$ cat config.mk
export PLATFORM = sky130hd
export DESIGN_NAME = hysteresis_dosing_valve_controller_top
export DESIGN_NICKNAME = d
export VERILOG_FILES = /design/src/hdvc_pkg.sv /design/src/hysteresis_dosing_valve_controller_top.sv /design/src/hdvc_cfg_regs.sv /design/src/hdvc_core.sv
export SDC_FILE = /design/constraint.sdc
export NUM_CORES = 1
export LEC_CHECK = 0
export ABC_AREA = 1
export CAP_MARGIN = 5
export CELL_PAD_IN_SITES_DETAIL_PLACEMENT = 1
export CELL_PAD_IN_SITES_GLOBAL_PLACEMENT = 1
export CORE_AREA = 2 2 135 235
export CTS_BUF_LIST = sky130_fd_sc_hd__clkbuf_8
export CTS_CLUSTER_SIZE = 20
export DETAILED_ROUTE_END_ITERATION = 12
export DIE_AREA = 0 0 137 237
export DONT_BUFFER_PORTS = 1
export PLACE_DENSITY = 0.51
export SLEW_MARGIN = 10
export SYNTH_ARGS = -nofsm -noshare
export SYNTH_HDL_FRONTEND = slang
export SYNTH_HIERARCHICAL = 1
export SYNTH_SLANG_ARGS = --single-unit
$ cat constraint.sdc
create_clock -name clk -period 3.7 [get_ports clk]
set_clock_uncertainty 0.05 [all_clocks]
set_input_delay 1.11 -clock clk [delete_from_list [all_inputs] [get_ports clk]]
set_output_delay 1.11 -clock clk [all_outputs]
set_load 0.02 [all_outputs]
$ cat src/hdvc_pkg.sv
// Shared types and constants of the hysteresis dosing valve controller.
// No dependencies; every other source file refers to this package by scoped name.
package hdvc_pkg;

	// Band controller state
	typedef enum logic [1:0] {
		BAND_CORRECT = 2'd0,
		BAND_LOW     = 2'd1,
		BAND_HIGH    = 2'd2
	} band_t;

	// Reported mode code for manual operation
	localparam logic [1:0] MODE_MANUAL = 2'd3;

	// Manual valve command codes; any other code keeps the present drive
	localparam logic [1:0] CMD_CLOSE = 2'd0;
	localparam logic [1:0] CMD_OPEN  = 2'd1;

	// Configuration register indexes
	localparam int unsigned CFG_IDX_W = 3;
	localparam logic [CFG_IDX_W-1:0] REG_LOW_LIMIT  = 3'd0;
	localparam logic [CFG_IDX_W-1:0] REG_HIGH_LIMIT = 3'd1;
	localparam logic [CFG_IDX_W-1:0] REG_HYST_WIDTH = 3'd2;
	localparam logic [CFG_IDX_W-1:0] REG_OPEN_MS    = 3'd3;
	localparam logic [CFG_IDX_W-1:0] REG_CLOSE_MS   = 3'd4;
	localparam int unsigned CFG_DATA_W = 16;

	// Configuration reset values
	localparam logic [13:0] LOW_LIMIT_RST  = 14'd5000;
	localparam logic [13:0] HIGH_LIMIT_RST = 14'd7000;
	localparam logic [10:0] HYST_WIDTH_RST = 11'd250;
	localparam logic [15:0] OPEN_MS_RST    = 16'd1000;
	localparam logic [15:0] CLOSE_MS_RST   = 16'd2000;

	typedef struct packed {
		logic [13:0] low_limit;
		logic [13:0] high_limit;
		logic [10:0] hyst_width;
		logic [15:0] open_ms;
		logic [15:0] close_ms;
	} cfg_t;

	typedef struct packed {
		logic [13:0] ph_value;
		logic        pump_on;
		logic        sensor_error;
		logic        alkali_tank_low;
		logic        acid_tank_low;
		logic        manual_request;
		logic        link_up;
		logic [1:0]  manual_raise_cmd;
		logic [1:0]  manual_lower_cmd;
	} in_item_t;

	typedef struct packed {
		logic       raise_valve_on;
		logic       lower_valve_on;
		logic [1:0] control_mode;
		logic       pulse_open_phase;
	} out_item_t;

endpackage

$ cat src/hysteresis_dosing_valve_controller_top.sv
// Top level of the hysteresis dosing valve controller: handshakes, input and result registers.
// Depends on hdvc_pkg, hdvc_cfg_regs and hdvc_core.
//
// Usage:
//   One input transfer per millisecond tick carries the sensed value in milli-pH and the
//   status flags. Each tick gives exactly one result transfer with both valve drives, the
//   control mode and the pulse phase as they stand after that tick.
//   The input channel (in_valid/in_ready) loads an input register; the tick is then
//   evaluated and written to the result register (out_valid/out_ready) once that
//   register is free or being emptied. One tick per cycle passes while the receiver
//   takes results, set by the single evaluation stage between the two registers. The
//   input register keeps accepting while a result waits, so a stalled receiver costs
//   one held tick before in_ready drops; in_ready returns with out_ready.
//   The configuration channel (cfg_valid/cfg_ready, cfg_index, cfg_data) takes a write
//   every cycle; write it only while no tick is in flight.
//   Reset (arst_n low) restores the default limits and timings, auto mode, correct band,
//   both valves closed and the pulse timer stopped; both registers are emptied.
module hysteresis_dosing_valve_controller_top (
	input  logic                             clk,
	input  logic                             arst_n,
	// Tick input channel
	input  logic                             in_valid,
	output logic                             in_ready,
	input  logic [13:0]                      ph_value,
	input  logic                             pump_on,
	input  logic                             sensor_error,
	input  logic                             alkali_tank_low,
	input  logic                             acid_tank_low,
	input  logic                             manual_request,
	input  logic                             link_up,
	input  logic [1:0]                       manual_raise_cmd,
	input  logic [1:0]                       manual_lower_cmd,
	// Result channel
	output logic                             out_valid,
	input  logic                             out_ready,
	output logic                             raise_valve_on,
	output logic                             lower_valve_on,
	output logic [1:0]                       control_mode,
	output logic                             pulse_open_phase,
	// Configuration write channel
	input  logic                             cfg_valid,
	output logic                             cfg_ready,
	input  logic [hdvc_pkg::CFG_IDX_W-1:0]   cfg_index,
	input  logic [hdvc_pkg::CFG_DATA_W-1:0]  cfg_data
);

	hdvc_pkg::cfg_t      cfg;
	hdvc_pkg::in_item_t  item_in, item_s1;
	hdvc_pkg::out_item_t result_d, result_q;
	logic                valid_s1;
	logic                out_valid_q;
	logic                step_en;

	// Gather the tick payload
	always_comb begin
		item_in.ph_value         = ph_value;
		item_in.pump_on          = pump_on;
		item_in.sensor_error     = sensor_error;
		item_in.alkali_tank_low  = alkali_tank_low;
		item_in.acid_tank_low    = acid_tank_low;
		item_in.manual_request   = manual_request;
		item_in.link_up          = link_up;
		item_in.manual_raise_cmd = manual_raise_cmd;
		item_in.manual_lower_cmd = manual_lower_cmd;
	end

	// Advance a held tick when the result register is free or being emptied
	assign step_en  = valid_s1 && (!out_valid_q || out_ready);
	assign in_ready = !valid_s1 || step_en;

	hdvc_cfg_regs u_cfg (
		.clk       (clk),
		.arst_n    (arst_n),
		.cfg_valid (cfg_valid),
		.cfg_ready (cfg_ready),
		.cfg_index (cfg_index),
		.cfg_data  (cfg_data),
		.cfg       (cfg)
	);

	hdvc_core u_core (
		.clk     (clk),
		.arst_n  (arst_n),
		.step_en (step_en),
		.cfg     (cfg),
		.item    (item_s1),
		.result  (result_d)
	);

	// Input register control
	always_ff @(posedge clk or negedge arst_n) begin
		if (!arst_n) begin
			valid_s1 <= 1'b0;
		end else if (in_ready) begin
			valid_s1 <= in_valid;
		end
	end

	// Input register payload
	always_ff @(posedge clk) begin
		if (in_valid && in_ready) begin
			item_s1 <= item_in;
		end
	end

	// Result register control
	always_ff @(posedge clk or negedge arst_n) begin
		if (!arst_n) begin
			out_valid_q <= 1'b0;
		end else if (step_en) begin
			out_valid_q <= 1'b1;
		end else if (out_ready) begin
			out_valid_q <= 1'b0;
		end
	end

	// Result register payload
	always_ff @(posedge clk) begin
		if (step_en) begin
			result_q <= result_d;
		end
	end

	assign out_valid        = out_valid_q;
	assign raise_valve_on   = result_q.raise_valve_on;
	assign lower_valve_on   = result_q.lower_valve_on;
	assign control_mode     = result_q.control_mode;
	assign pulse_open_phase = result_q.pulse_open_phase;

`ifndef SYNTHESIS
	// Manual mode never reports an open pulse phase
	a_manual_no_phase: assert property (@(posedge clk) disable iff (!arst_n)
		out_valid && (control_mode == hdvc_pkg::MODE_MANUAL) |-> !pulse_open_phase)
		else $error("pulse phase open in manual mode");

	// Correct band keeps both valves closed
	a_correct_closed: assert property (@(posedge clk) disable iff (!arst_n)
		out_valid && (control_mode == hdvc_pkg::BAND_CORRECT)
		|-> !raise_valve_on && !lower_valve_on)
		else $error("valve open in correct band");

	// Auto mode never opens both valves together
	a_auto_exclusive: assert property (@(posedge clk) disable iff (!arst_n)
		out_valid && (control_mode != hdvc_pkg::MODE_MANUAL)
		|-> !(raise_valve_on && lower_valve_on))
		else $error("both valves open in auto mode");

	// Input stalls only when a tick is held behind a stalled result
	a_stall_cause: assert property (@(posedge clk) disable iff (!arst_n)
		!in_ready |-> valid_s1 && out_valid_q && !out_ready)
		else $error("input stalled without a held result");
`endif

endmodule

$ cat src/hdvc_cfg_regs.sv
// Configuration register file of the dosing valve controller.
// Depends on hdvc_pkg for register indexes, reset values and the cfg_t bundle.
module hdvc_cfg_regs (
	input  logic                             clk,
	input  logic                             arst_n,
	input  logic                             cfg_valid,
	output logic                             cfg_ready,
	input  logic [hdvc_pkg::CFG_IDX_W-1:0]   cfg_index,
	input  logic [hdvc_pkg::CFG_DATA_W-1:0]  cfg_data,
	output hdvc_pkg::cfg_t                   cfg
);

	hdvc_pkg::cfg_t cfg_q;

	// Always take a write; writes to unknown indexes are dropped
	assign cfg_ready = 1'b1;

	// Capture one register per transfer
	always_ff @(posedge clk or negedge arst_n) begin
		if (!arst_n) begin
			cfg_q.low_limit  <= hdvc_pkg::LOW_LIMIT_RST;
			cfg_q.high_limit <= hdvc_pkg::HIGH_LIMIT_RST;
			cfg_q.hyst_width <= hdvc_pkg::HYST_WIDTH_RST;
			cfg_q.open_ms    <= hdvc_pkg::OPEN_MS_RST;
			cfg_q.close_ms   <= hdvc_pkg::CLOSE_MS_RST;
		end else if (cfg_valid && cfg_ready) begin
			unique case (cfg_index)
				hdvc_pkg::REG_LOW_LIMIT:  cfg_q.low_limit  <= cfg_data[13:0];
				hdvc_pkg::REG_HIGH_LIMIT: cfg_q.high_limit <= cfg_data[13:0];
				hdvc_pkg::REG_HYST_WIDTH: cfg_q.hyst_width <= cfg_data[10:0];
				hdvc_pkg::REG_OPEN_MS:    cfg_q.open_ms    <= cfg_data;
				hdvc_pkg::REG_CLOSE_MS:   cfg_q.close_ms   <= cfg_data;
				default: ;
			endcase
		end
	end

	assign cfg = cfg_q;

endmodule

$ cat src/hdvc_core.sv
// Band controller, pulse timer and manual override state of the dosing controller.
// Depends on hdvc_pkg; advances its state once per step_en and returns the result.
module hdvc_core (
	input  logic                 clk,
	input  logic                 arst_n,
	input  logic                 step_en,
	input  hdvc_pkg::cfg_t       cfg,
	input  hdvc_pkg::in_item_t   item,
	output hdvc_pkg::out_item_t  result
);

	hdvc_pkg::band_t band_q, band_d;
	logic        manual_q, manual_d;
	logic        phase_q, phase_d;
	logic [15:0] timer_q, timer_d;
	logic        run_q, run_d;
	logic        exp_q, exp_d;
	logic        raise_q, raise_d;
	logic        lower_q, lower_d;

	// Thresholds compared in 15 bits so that a negative low edge never fires
	logic [14:0] ph_w, half_w, lo_w, hi_w, ph_plus_half, lo_plus_half, hi_plus_half;
	logic        low_enter, low_leave, high_enter, high_leave;

	assign ph_w         = {1'b0, item.ph_value};
	assign half_w       = {5'b0, cfg.hyst_width[10:1]};
	assign lo_w         = {1'b0, cfg.low_limit};
	assign hi_w         = {1'b0, cfg.high_limit};
	assign ph_plus_half = ph_w + half_w;
	assign lo_plus_half = lo_w + half_w;
	assign hi_plus_half = hi_w + half_w;

	assign low_enter  = (ph_plus_half < lo_w) && item.pump_on && !item.sensor_error
		&& !item.alkali_tank_low;
	assign high_enter = (ph_w > hi_plus_half) && item.pump_on && !item.sensor_error
		&& !item.acid_tank_low;
	assign low_leave  = (ph_w > lo_plus_half) || !item.pump_on || item.sensor_error
		|| item.alkali_tank_low;
	assign high_leave = (ph_plus_half < hi_w) || !item.pump_on || item.sensor_error
		|| item.acid_tank_low;

	// Next state: timer first, then mode logic
	always_comb begin
		band_d   = band_q;
		manual_d = manual_q;
		phase_d  = phase_q;
		timer_d  = timer_q;
		run_d    = run_q;
		exp_d    = exp_q;
		raise_d  = raise_q;
		lower_d  = lower_q;

		// Count down; stop and flag expiry at one or below
		if (run_q) begin
			if (timer_q <= 16'd1) begin
				timer_d = 16'd0;
				run_d   = 1'b0;
				exp_d   = 1'b1;
			end else begin
				timer_d = timer_q - 16'd1;
			end
		end

		priority if (manual_q) begin
			if (!item.manual_request || !item.link_up) begin
				// Leave manual and close everything
				manual_d = 1'b0;
				band_d   = hdvc_pkg::BAND_CORRECT;
				phase_d  = 1'b0;
				timer_d  = 16'd0;
				run_d    = 1'b0;
				exp_d    = 1'b0;
				raise_d  = 1'b0;
				lower_d  = 1'b0;
			end else begin
				if (item.manual_raise_cmd == hdvc_pkg::CMD_CLOSE) raise_d = 1'b0;
				if (item.manual_raise_cmd == hdvc_pkg::CMD_OPEN)  raise_d = 1'b1;
				if (item.manual_lower_cmd == hdvc_pkg::CMD_CLOSE) lower_d = 1'b0;
				if (item.manual_lower_cmd == hdvc_pkg::CMD_OPEN)  lower_d = 1'b1;
			end
		end else if (item.manual_request) begin
			// Enter manual and close everything
			manual_d = 1'b1;
			band_d   = hdvc_pkg::BAND_CORRECT;
			phase_d  = 1'b0;
			timer_d  = 16'd0;
			run_d    = 1'b0;
			exp_d    = 1'b0;
			raise_d  = 1'b0;
			lower_d  = 1'b0;
		end else begin
			unique case (band_q)
				hdvc_pkg::BAND_LOW: begin
					if (low_leave) begin
						band_d  = hdvc_pkg::BAND_CORRECT;
						phase_d = 1'b0;
						timer_d = 16'd0;
						run_d   = 1'b0;
						exp_d   = 1'b0;
						raise_d = 1'b0;
						lower_d = 1'b0;
					end else if (exp_d) begin
						// Toggle the raise valve pulse phase
						exp_d   = 1'b0;
						run_d   = 1'b1;
						timer_d = phase_q ? cfg.close_ms : cfg.open_ms;
						raise_d = !phase_q;
						phase_d = !phase_q;
					end
				end
				hdvc_pkg::BAND_HIGH: begin
					if (high_leave) begin
						band_d  = hdvc_pkg::BAND_CORRECT;
						phase_d = 1'b0;
						timer_d = 16'd0;
						run_d   = 1'b0;
						exp_d   = 1'b0;
						raise_d = 1'b0;
						lower_d = 1'b0;
					end else if (exp_d) begin
						// Toggle the lower valve pulse phase
						exp_d   = 1'b0;
						run_d   = 1'b1;
						timer_d = phase_q ? cfg.close_ms : cfg.open_ms;
						lower_d = !phase_q;
						phase_d = !phase_q;
					end
				end
				default: begin
					// Correct band: high entry wins over low entry
					band_d = hdvc_pkg::BAND_CORRECT;
					if (low_enter) begin
						exp_d  = 1'b1;
						band_d = hdvc_pkg::BAND_LOW;
					end
					if (high_enter) begin
						exp_d  = 1'b1;
						band_d = hdvc_pkg::BAND_HIGH;
					end
				end
			endcase
		end
	end

	// Outputs show the state after the tick
	always_comb begin
		result.raise_valve_on   = raise_d;
		result.lower_valve_on   = lower_d;
		result.control_mode     = manual_d ? hdvc_pkg::MODE_MANUAL : band_d;
		result.pulse_open_phase = manual_d ? 1'b0 : phase_d;
	end

	// Hold state between steps
	always_ff @(posedge clk or negedge arst_n) begin
		if (!arst_n) begin
			band_q   <= hdvc_pkg::BAND_CORRECT;
			manual_q <= 1'b0;
			phase_q  <= 1'b0;
			timer_q  <= 16'd0;
			run_q    <= 1'b0;
			exp_q    <= 1'b0;
			raise_q  <= 1'b0;
			lower_q  <= 1'b0;
		end else if (step_en) begin
			band_q   <= band_d;
			manual_q <= manual_d;
			phase_q  <= phase_d;
			timer_q  <= timer_d;
			run_q    <= run_d;
			exp_q    <= exp_d;
			raise_q  <= raise_d;
			lower_q  <= lower_d;
		end
	end

endmodule

==> flow_summary.yaml, run 1 <==
worst_setup_path:
  end_kind: "register"
  cp_data_arrival_time_ps: 3710
  reg2reg_slack_ps: 180
  crit_buf_inv: 3
  reg2reg_depth: 21
  crit_slowest_cell: "dfstp_2"
  reg2reg_to: "pulse_open_phase"
  cpPeakStageDelay_ps: 580
  required_ps: 3890
  endpoint: "pulse_open_phase"
  cpLargestDelayFamily: "simple AND/OR/NAND/NOR gates"
  start_kind: "register"
  path_cells: "ha_4, inv_1, fa_2, inv_2, nand2_2, nand3_4, a31oi_4, o21ai_2, buf_6, nand2_2, xnor2_2, ha_1, a21oi_2, o21bai_1, nor2_1, nand2_2, nand2_4, nand2_4, nand2_4, o22ai_2, and2_1"
  crit_start: "u_cfg/cfg[33]"
  crit_cells: 21
  rr_startpoint: "u_cfg/cfg[33]"
  worst-path-max-fanout: 3
  critical_path_class: "reg2reg"
timing:
  drv_slew: 0
  setup_viol: 0
  tightestPinTransition_ps: 758.9
  hold_viol_final: 0
  relSlewSlack_pct: 49.35
  rsz0062_at_grt: "yes"
  finalCritPeriodShare_pct: 95.10
  fmax_mhz: 284.2
  period_minus_slack_ps: 3519
floorplanning:
  core_um2: 30630
  die_w_um: 137
  num_rows: 85
  dieArea_um2: 32470
  num_io_pins: 56
  start_util_pct: 29.40
  die_h_um: 237
placed_design:
  gp_congestion: 0.8565
  dpl_cell_area_um2: 9638
  dp_hpwl_mm: 24.02
  io_buffers: 0
pwr:
  combPwrFrac_pct: 44.6
  power_frac_clock_pct: 22.2
  switchingPower_w: 0.002454
  leakagePower_nw: 5.124
  p_int_w: 0.003432
  p_sw_share_pct: 41.69
  vdd_ir_drop_max_v: 0.0002721
  seqPwrFrac_pct: 33.3
  powerDensity_nw_per_um2: 549.3
grt:
  grt.total_usage_pct: 19.64
  grt_pass1_wl_mm: 47.51
  grt_max_degree: 97
  antenna_found_initial: 1
  gr-total-overflow: 0
  grt_pass1_vias: 8450
route:
  routed_wirelength_mm: 30.78
  via_count: 7904
  drt_iter0_drc: 260
  wl_per_cell_um: 18.88
  drt_pass1_iterations: 4
  ant_nets: 0
  vias_per_cell: 4.849
  drc: 0
layout:
  nets: 1364
  layout_commonest_cell: "nand2_1"
  drive_above_1_share_pct: 19.87
  seq_area_um2: 3312
  syn2layout_area_growth_pct: 19.01
  utilization_pct: 34.99
  fillCellCount: 3711
  final_cell_area_um2: 10720
  multiInputGateArea_um2: 5610
  final_cell_mix: "364 x nand2_1, 110 x inv_1, 95 x nor2_1, 85 x nand3_1, 71 x ha_1"
cts:
  cts_tree: "built"
  worstSkewPairLatency_ps: 480
  cts_buffers: 17
  clock_path_buffers: 2
  clk_pin_slew_ps: 80
  clock-sinks: 125
  clockRootBuffer: "clkbuf_8"
  htreeDepth: 4
  hold_buffers: 0
outcome:
  status: "complete, no violations"
logic_synthesis:
  syn-mean-instance-area_um2: 7.599
  synth_nets: 1324
  syn_inst: 1185
  yosysWarnings: 6
  syn_area_um2: 9005
job:
  drv_cap: 0
worst_hold_path:
  worst_hold_path_type: "in2async"
-- final cells by class --
type,count,share of cell area (%)
diodes,1,0.02335
clock buffers,17,2.183
clock inverters,15,1.611
inverters,122,4.320
multi-input cells,906,52.35
flip-flops and latches,125,30.90
well taps,391,4.565
repair buffers,53,4.040
-- power by group through the flow --
stage | registers [W] | clock network [W] | logic, W
after global placement | 0.00196 | 0 | 0.00231
after global routing | 0.00200 | 0.00140 | 0.00301
after CTS | 0.00195 | 0.00136 | 0.00242
final | 0.00196 | 0.00131 | 0.00262
after floorplan | 0.00186 | 0 | 0.00164
after detailed placement | 0.00196 | 0 | 0.00234
-- per-layer routing --
layer  part of all wire [%]  GRT usage, %  wire [um]
met3                    2.4         3.768        738
met1                     37         19.72      11530
met2                     58         38.58      17770
met5                      0             0          0
met4                    2.4         7.216        738
-- state kept, by name (all words and copies together) (netlist names), 2 cells and up --
register / flops
u_cfg/cfg: 70
item_s1: 24
u_core/timer_q: 16
control_mode: 2
u_core/band_q: 2
-- through the flow --
stage               instances  hold slack (ps)  power (W)  TNS [ps]  worst slack, ps
floorplan                1185            391.6   0.003499         0            310.4
global placement         1585            402.7   0.004265     -1163           -291.6
detailed placement       1585            406.0   0.004303     -2183           -307.1
CTS                      1618            218.1   0.005726         0            2.209
global route             1630            224.7   0.006402    -493.7           -49.96
finish                   1630            275.0   0.005886         0            181.5
-- timing repair --
action,in CTS,in global routing
setup endpoints to repair,23,28
resized for setup,27,97
pin swaps,6,55
setup buffers,1,11
gates cloned,0,0
-- worst min-delay path by stage --
stage,to,slack [ps],cells past startpoint
3_3_place_gp,u_cfg/cfg[7],400,2
5_1_grt,u_cfg/cfg[20],220,0
3_5_place_dp,u_cfg/cfg[10],410,2
4_1_cts,u_core/timer_q[0],220,0
6_report,u_cfg/cfg[20],280,0
2_1_floorplan,u_cfg/cfg[12],390,2
Note: power is estimated with default switching activity, not from simulation.
==> run 2: changes to the inputs <==
clock period = 3.4 ns   (was 3.7 ns; I/O delays follow)
==> flow_summary.yaml, run 2 (synthesis results as in run 1) <==
outcome:
  status: "finished with violations"
  violations: "setup timing"
cts:
  hold_buffers: 0
  clockRootBuffer: "clkbuf_8"
  clock-sinks: 125
  cts_tree: "built"
  clk_pin_slew_ps: 90
  worstSkewPairLatency_ps: 490
  clock_path_buffers: 2
  cts_buffers: 17
  htreeDepth: 4
grt:
  grt_pass1_vias: 9180
  gr-total-overflow: 0
  antenna_found_initial: 2
  grt_pass1_wl_mm: 49.86
  grt.total_usage_pct: 20.47
  grt_max_degree: 97
layout:
  largest_register_ff_count: 70
  syn2layout_area_growth_pct: 26.59
  fillCellCount: 3735
  layout_commonest_cell: "nand2_1"
  layout.cells.non_filler: 1704
  drive_above_1_share_pct: 26.75
  nets: 1438
  utilization_pct: 37.22
  final_cell_mix: "356 x nand2_1, 123 x buf_4, 109 x inv_1, 91 x nor2_1, 85 x nand3_1"
route:
  met1_length_mm: 11.49
  drt_iter0_drc: 309
  via_count: 8215
  vias_per_cell: 4.821
  drc: 0
  wl_met3_um: 750
  highest_layer: "met4"
  met2_length_mm: 18.19
  drt_pass1_iterations: 4
  routed_wirelength_mm: 31.57
  wl_per_cell_um: 18.53
  ant_nets: 0
timing:
  setup_viol: 27
  period_minus_slack_ps: 3554
  fmax_mhz: 281.4
  relSlewSlack_pct: 45.68
  hold_viol_final: 0
  drv_slew: 0
  setup_ws_ps: -154.1
  tightestPinTransition_ps: 811.9
  rsz0062_at_grt: "yes"
  finalCritPeriodShare_pct: 104.5
worst_setup_path:
  required_ps: 3780
  rr_startpoint: "u_cfg/cfg[57]"
  reg2reg_slack_ps: -150
  end_kind: "register"
  reg2reg_depth: 23
  cp_data_arrival_time_ps: 3930
  worst-path-max-fanout: 7
  reg2reg_to: "u_core/timer_q[15]"
  critical_path_class: "reg2reg"
  start_kind: "register"
floorplanning:
  die_w_um: 137
  num_io_pins: 56
  dieArea_um2: 32470
  num_rows: 85
  start_util_pct: 29.40
  core_um2: 30630
  die_h_um: 237
pwr:
  combPwrFrac_pct: 49.1
  power_frac_clock_pct: 19.7
  vdd_ir_drop_max_v: 0.0002701
  p_int_w: 0.003855
  powerDensity_nw_per_um2: 594.0
  seqPwrFrac_pct: 31.2
  leakagePower_nw: 5.494
  switchingPower_w: 0.002917
  p_sw_share_pct: 43.08
placed_design:
  dp_hpwl_mm: 24.55
  detailedPlace.worstSlack_ps: -632.9
  dp.cells: 1644
  io_buffers: 0
  gp_congestion: 0.7990
job:
  drv_cap: 0
worst_hold_path:
  worst_hold_path_type: "in2async"
-- run 2: cell count changes in the layout (fill, tap and decap cells not counted), sizes merged --
cell and change:
clkinv -5, buf +74, inv +8, bufinv -3
-- run 2: per-stage QoR --
stage / hold slack, ps / area, um^2 / setup TNS (ps) / total power (W)
after floorplan: 391.6 / 9005 / 0 / 0.003808
after global placement: 400.2 / 10080 / -14060 / 0.004896
after detailed placement: 406.9 / 10080 / -15510 / 0.004949
after CTS: 113.1 / 11050 / -3591 / 0.006644
after global routing: 124.5 / 11400 / -9620 / 0.007346
final: 170.2 / 11400 / -2769 / 0.006772
-- run 2: worst max-delay path by stage --
stage                       start                  to  cells past startpoint  slack [ps]
finish              u_cfg/cfg[57]  u_core/timer_q[15]                     23        -150
global route        u_cfg/cfg[39]  u_core/timer_q[15]                     27        -400
detailed placement  u_cfg/cfg[35]   u_core/timer_q[9]                     25        -630
global placement    u_cfg/cfg[35]   u_core/timer_q[1]                     25        -580
CTS                 u_cfg/cfg[38]   u_core/timer_q[7]                     25        -190
floorplan           u_cfg/cfg[33]    pulse_open_phase                     20          10
-- run 2: layout make-up --
type | instances | area [um^2] | area share (%)
Antenna cell | 1 | 2.502 | 0.02195
Clock buffer | 17 | 234.0 | 2.052
Clock inverter | 15 | 140.1 | 1.229
Inverter | 122 | 457.9 | 4.017
Multi-Input combinational cell | 906 | 5787 | 50.76
Sequential cell | 125 | 3312 | 29.05
Tap cell | 391 | 489.2 | 4.292
Timing Repair Buffer | 127 | 977.2 | 8.572
-- run 2: power groups by stage --
stage	clock [W]	combinational [W]	sequential, W
6_report	0.00133	0.00332	0.00211
3_3_place_gp	0	0.00278	0.00212
2_1_floorplan	0	0.00178	0.00202
3_5_place_dp	0	0.00283	0.00212
4_1_cts	0.00139	0.00313	0.00212
5_1_grt	0.00144	0.00375	0.00215
-- run 2: routing by layer --
| metal | up-vias | global-route usage [%] |
|---|---|---|
| li1 | 4064 | - |
| met1 | 4009 | 20.15 |
| met2 | 94 | 40.21 |
| met3 | 48 | 3.704 |
| met4 | 0 | 8.810 |
| met5 | - | 0 |
-- run 2: timing repair --
| item | CTS | global route |
|---|---|---|
| buffers inserted | 14 | 15 |
| pin swaps | 53 | 45 |
| resized for setup | 101 | 51 |
| endpoints found under the hold margin | 0 | 0 |
| setup endpoints to repair | 28 | 28 |
-- run 2: critical path, cell delays in order, from the launching register on --
cell and delay (ps):
dfrtp_1 430, ha_4 200, fa_2 420, nand2_2 90
nand3_4 80, and3_4 170, a21oi_2 110, buf_4 140
nor2_2 40, xor2_1 140, ha_1 320, nand3_2 100
inv_2 100, nand4_1 150, nor2_1 130, nor2_1 60
nand2_2 120, nand2_4 70, nand2_4 110, nand2_4 60
buf_12 180, o22ai_2 90, nand2_1 60, nand2_1 60
==> run 3: changes to the inputs <==
MAX_ROUTING_LAYER = met4   (was default)
==> flow_summary.yaml, run 3 (synthesis results as in run 1) <==
layout:
  largest_register_ff_count: 70
  layout_commonest_cell: "nand2_1"
  final_cell_mix: "352 x nand2_1, 119 x buf_4, 108 x inv_1, 91 x nor2_1, 86 x nand3_1"
  nets: 1438
  fillCellCount: 3735
  seq_area_um2: 3312
  multiInputGateArea_um2: 5799
  syn2layout_area_growth_pct: 26.90
  drive_above_1_share_pct: 27.21
cts:
  clock_path_buffers: 2
  clk_pin_slew_ps: 90
  clockRootBuffer: "clkbuf_8"
  htreeDepth: 4
  cts_tree: "built"
  clock-sinks: 125
  cts_buffers: 17
  worstSkewPairLatency_ps: 500
  hold_buffers: 0
timing:
  relSlewSlack_pct: 47.56
  setup_ws_ps: -151.8
  finalCritPeriodShare_pct: 104.5
  period_minus_slack_ps: 3552
  drv_slew: 0
  setup_viol: 27
  tightestPinTransition_ps: 785.7
  hold_viol_final: 0
  fmax_mhz: 281.5
  fin_tns_setup_ps: -2660
  rsz0062_at_grt: "yes"
worst_hold_path:
  worst_hold_path_type: "in2async"
worst_setup_path:
  critical_path_class: "reg2reg"
  start_kind: "register"
  cp_data_arrival_time_ps: 3940
  worst-path-max-fanout: 7
  crit_slowest_cell: "dfrtp_1"
  critPathMostFrequentCell: "nand2_4"
  cpPeakStageDelay_ps: 430
  path_cells: "ha_4, fa_2, nand2_2, nand3_4, and3_4, a21oi_2, buf_4, nor2_2, xor2_1, ha_1, nand3_2, inv_2, nand4_1, nor2_1, nor2_1, nand2_2, nand2_4, nand2_4, nand2_4, buf_12, o22ai_2, nand2_1, nand2_1"
  end_kind: "register"
  required_ps: 3780
floorplanning:
  die_h_um: 237
  dieArea_um2: 32470
  start_util_pct: 29.40
  num_rows: 85
  die_w_um: 137
  num_io_pins: 56
  core_um2: 30630
route:
  wl_per_cell_um: 18.53
  drc: 0
  drt_iter0_drc: 304
  ant_nets: 0
  routed_wirelength_mm: 31.57
  drt_pass1_iterations: 4
  vias_per_cell: 4.822
  via_count: 8216
placed_design:
  detailedPlace.worstSlack_ps: -632.9
  gp_congestion: 0.8104
  dp_hpwl_mm: 24.55
  io_buffers: 0
pwr:
  vdd_ir_drop_max_v: 0.0002730
  powerDensity_nw_per_um2: 593.8
  finalPower_w: 0.006785
  leakagePower_nw: 5.506
grt:
  grt_max_degree: 97
  grt_pass1_wl_mm: 49.82
  antenna_found_initial: 2
  grt_pass1_vias: 9166
  grt.total_usage_pct: 21.07
  gr-total-overflow: 0
job:
  drv_cap: 0
outcome:
  status: "finished with violations"
  violations: "setup timing"
run 3: timing repair:
item                                    in CTS  in global routing
endpoints found under the setup margin      28                 28
buffers inserted                            14                 15
gates resized for setup                    101                 59
pin swaps                                   53                 52
run 3: worst max-delay path, delay by kind of cell, from the launching register on:
| kind | cells | cell delay (ps) |
|---|---|---|
| flip-flops | 1 | 430 |
| AO/OA/AOI/OAI | 2 | 190 |
| adder cells (fa/ha/maj) | 3 | 940 |
| XOR/XNOR | 1 | 140 |
| buffers and inverters | 3 | 410 |
| AND/OR/NAND/NOR | 14 | 1310 |
run 3: cell type report:
cell class	count	area share [%]
Timing Repair Buffer	127	8.683
Multi-Input combinational cell	906	50.75
Clock inverter	15	1.226
Clock buffer	17	2.048
Inverter	122	4.007
Sequential cell	125	28.98
Antenna cell	1	0.02190
Tap cell	391	4.281
run 3: per-stage QoR:
stage | util (%) | hold slack, ps | area, um^2 | std cells
after floorplan | - | 391.6 | 9005 | 1185
after global placement | 32.91 | 400.2 | 10080 | 1644
after detailed placement | 32.91 | 406.9 | 10080 | 1644
after CTS | 36.07 | 113.1 | 11050 | 1688
after global routing | 37.31 | 122.3 | 11430 | 1704
final | 37.31 | 163.1 | 11430 | 1704
run 3: path summary, 6_finish.rpt:
check                              start                 end  slack, ps  cells after the start
max                        u_cfg/cfg[57]  u_core/timer_q[15]       -150                     23
max reg2reg                u_cfg/cfg[57]  u_core/timer_q[15]       -150                     23
min                               arst_n       u_cfg/cfg[31]        160                      0
min in group clk            u_cfg/cfg[8]        u_cfg/cfg[8]        420                      2
max in group asynchronous         arst_n       u_cfg/cfg[55]       2820                      0
min reg2reg                 u_cfg/cfg[8]        u_cfg/cfg[8]        420                      2
run 3: power by group:
group	leakage (nW)	internal (W)	switching (W)
Clock	0.184	0.000541	0.000793
Combinational	3.91	0.00150	0.00184
Sequential	1.42	0.00183	0.000286
run 3: layer usage:
metal / track usage [%] / vias to the layer above / part of all wire (%)
met2: 40.28 / 83 / 57
met5: - / - / 0
met3: 3.768 / 49 / 2.3
met1: 20.09 / 4023 / 37
met4: 8.810 / 0 / 3.5
li1: - / 4061 / -
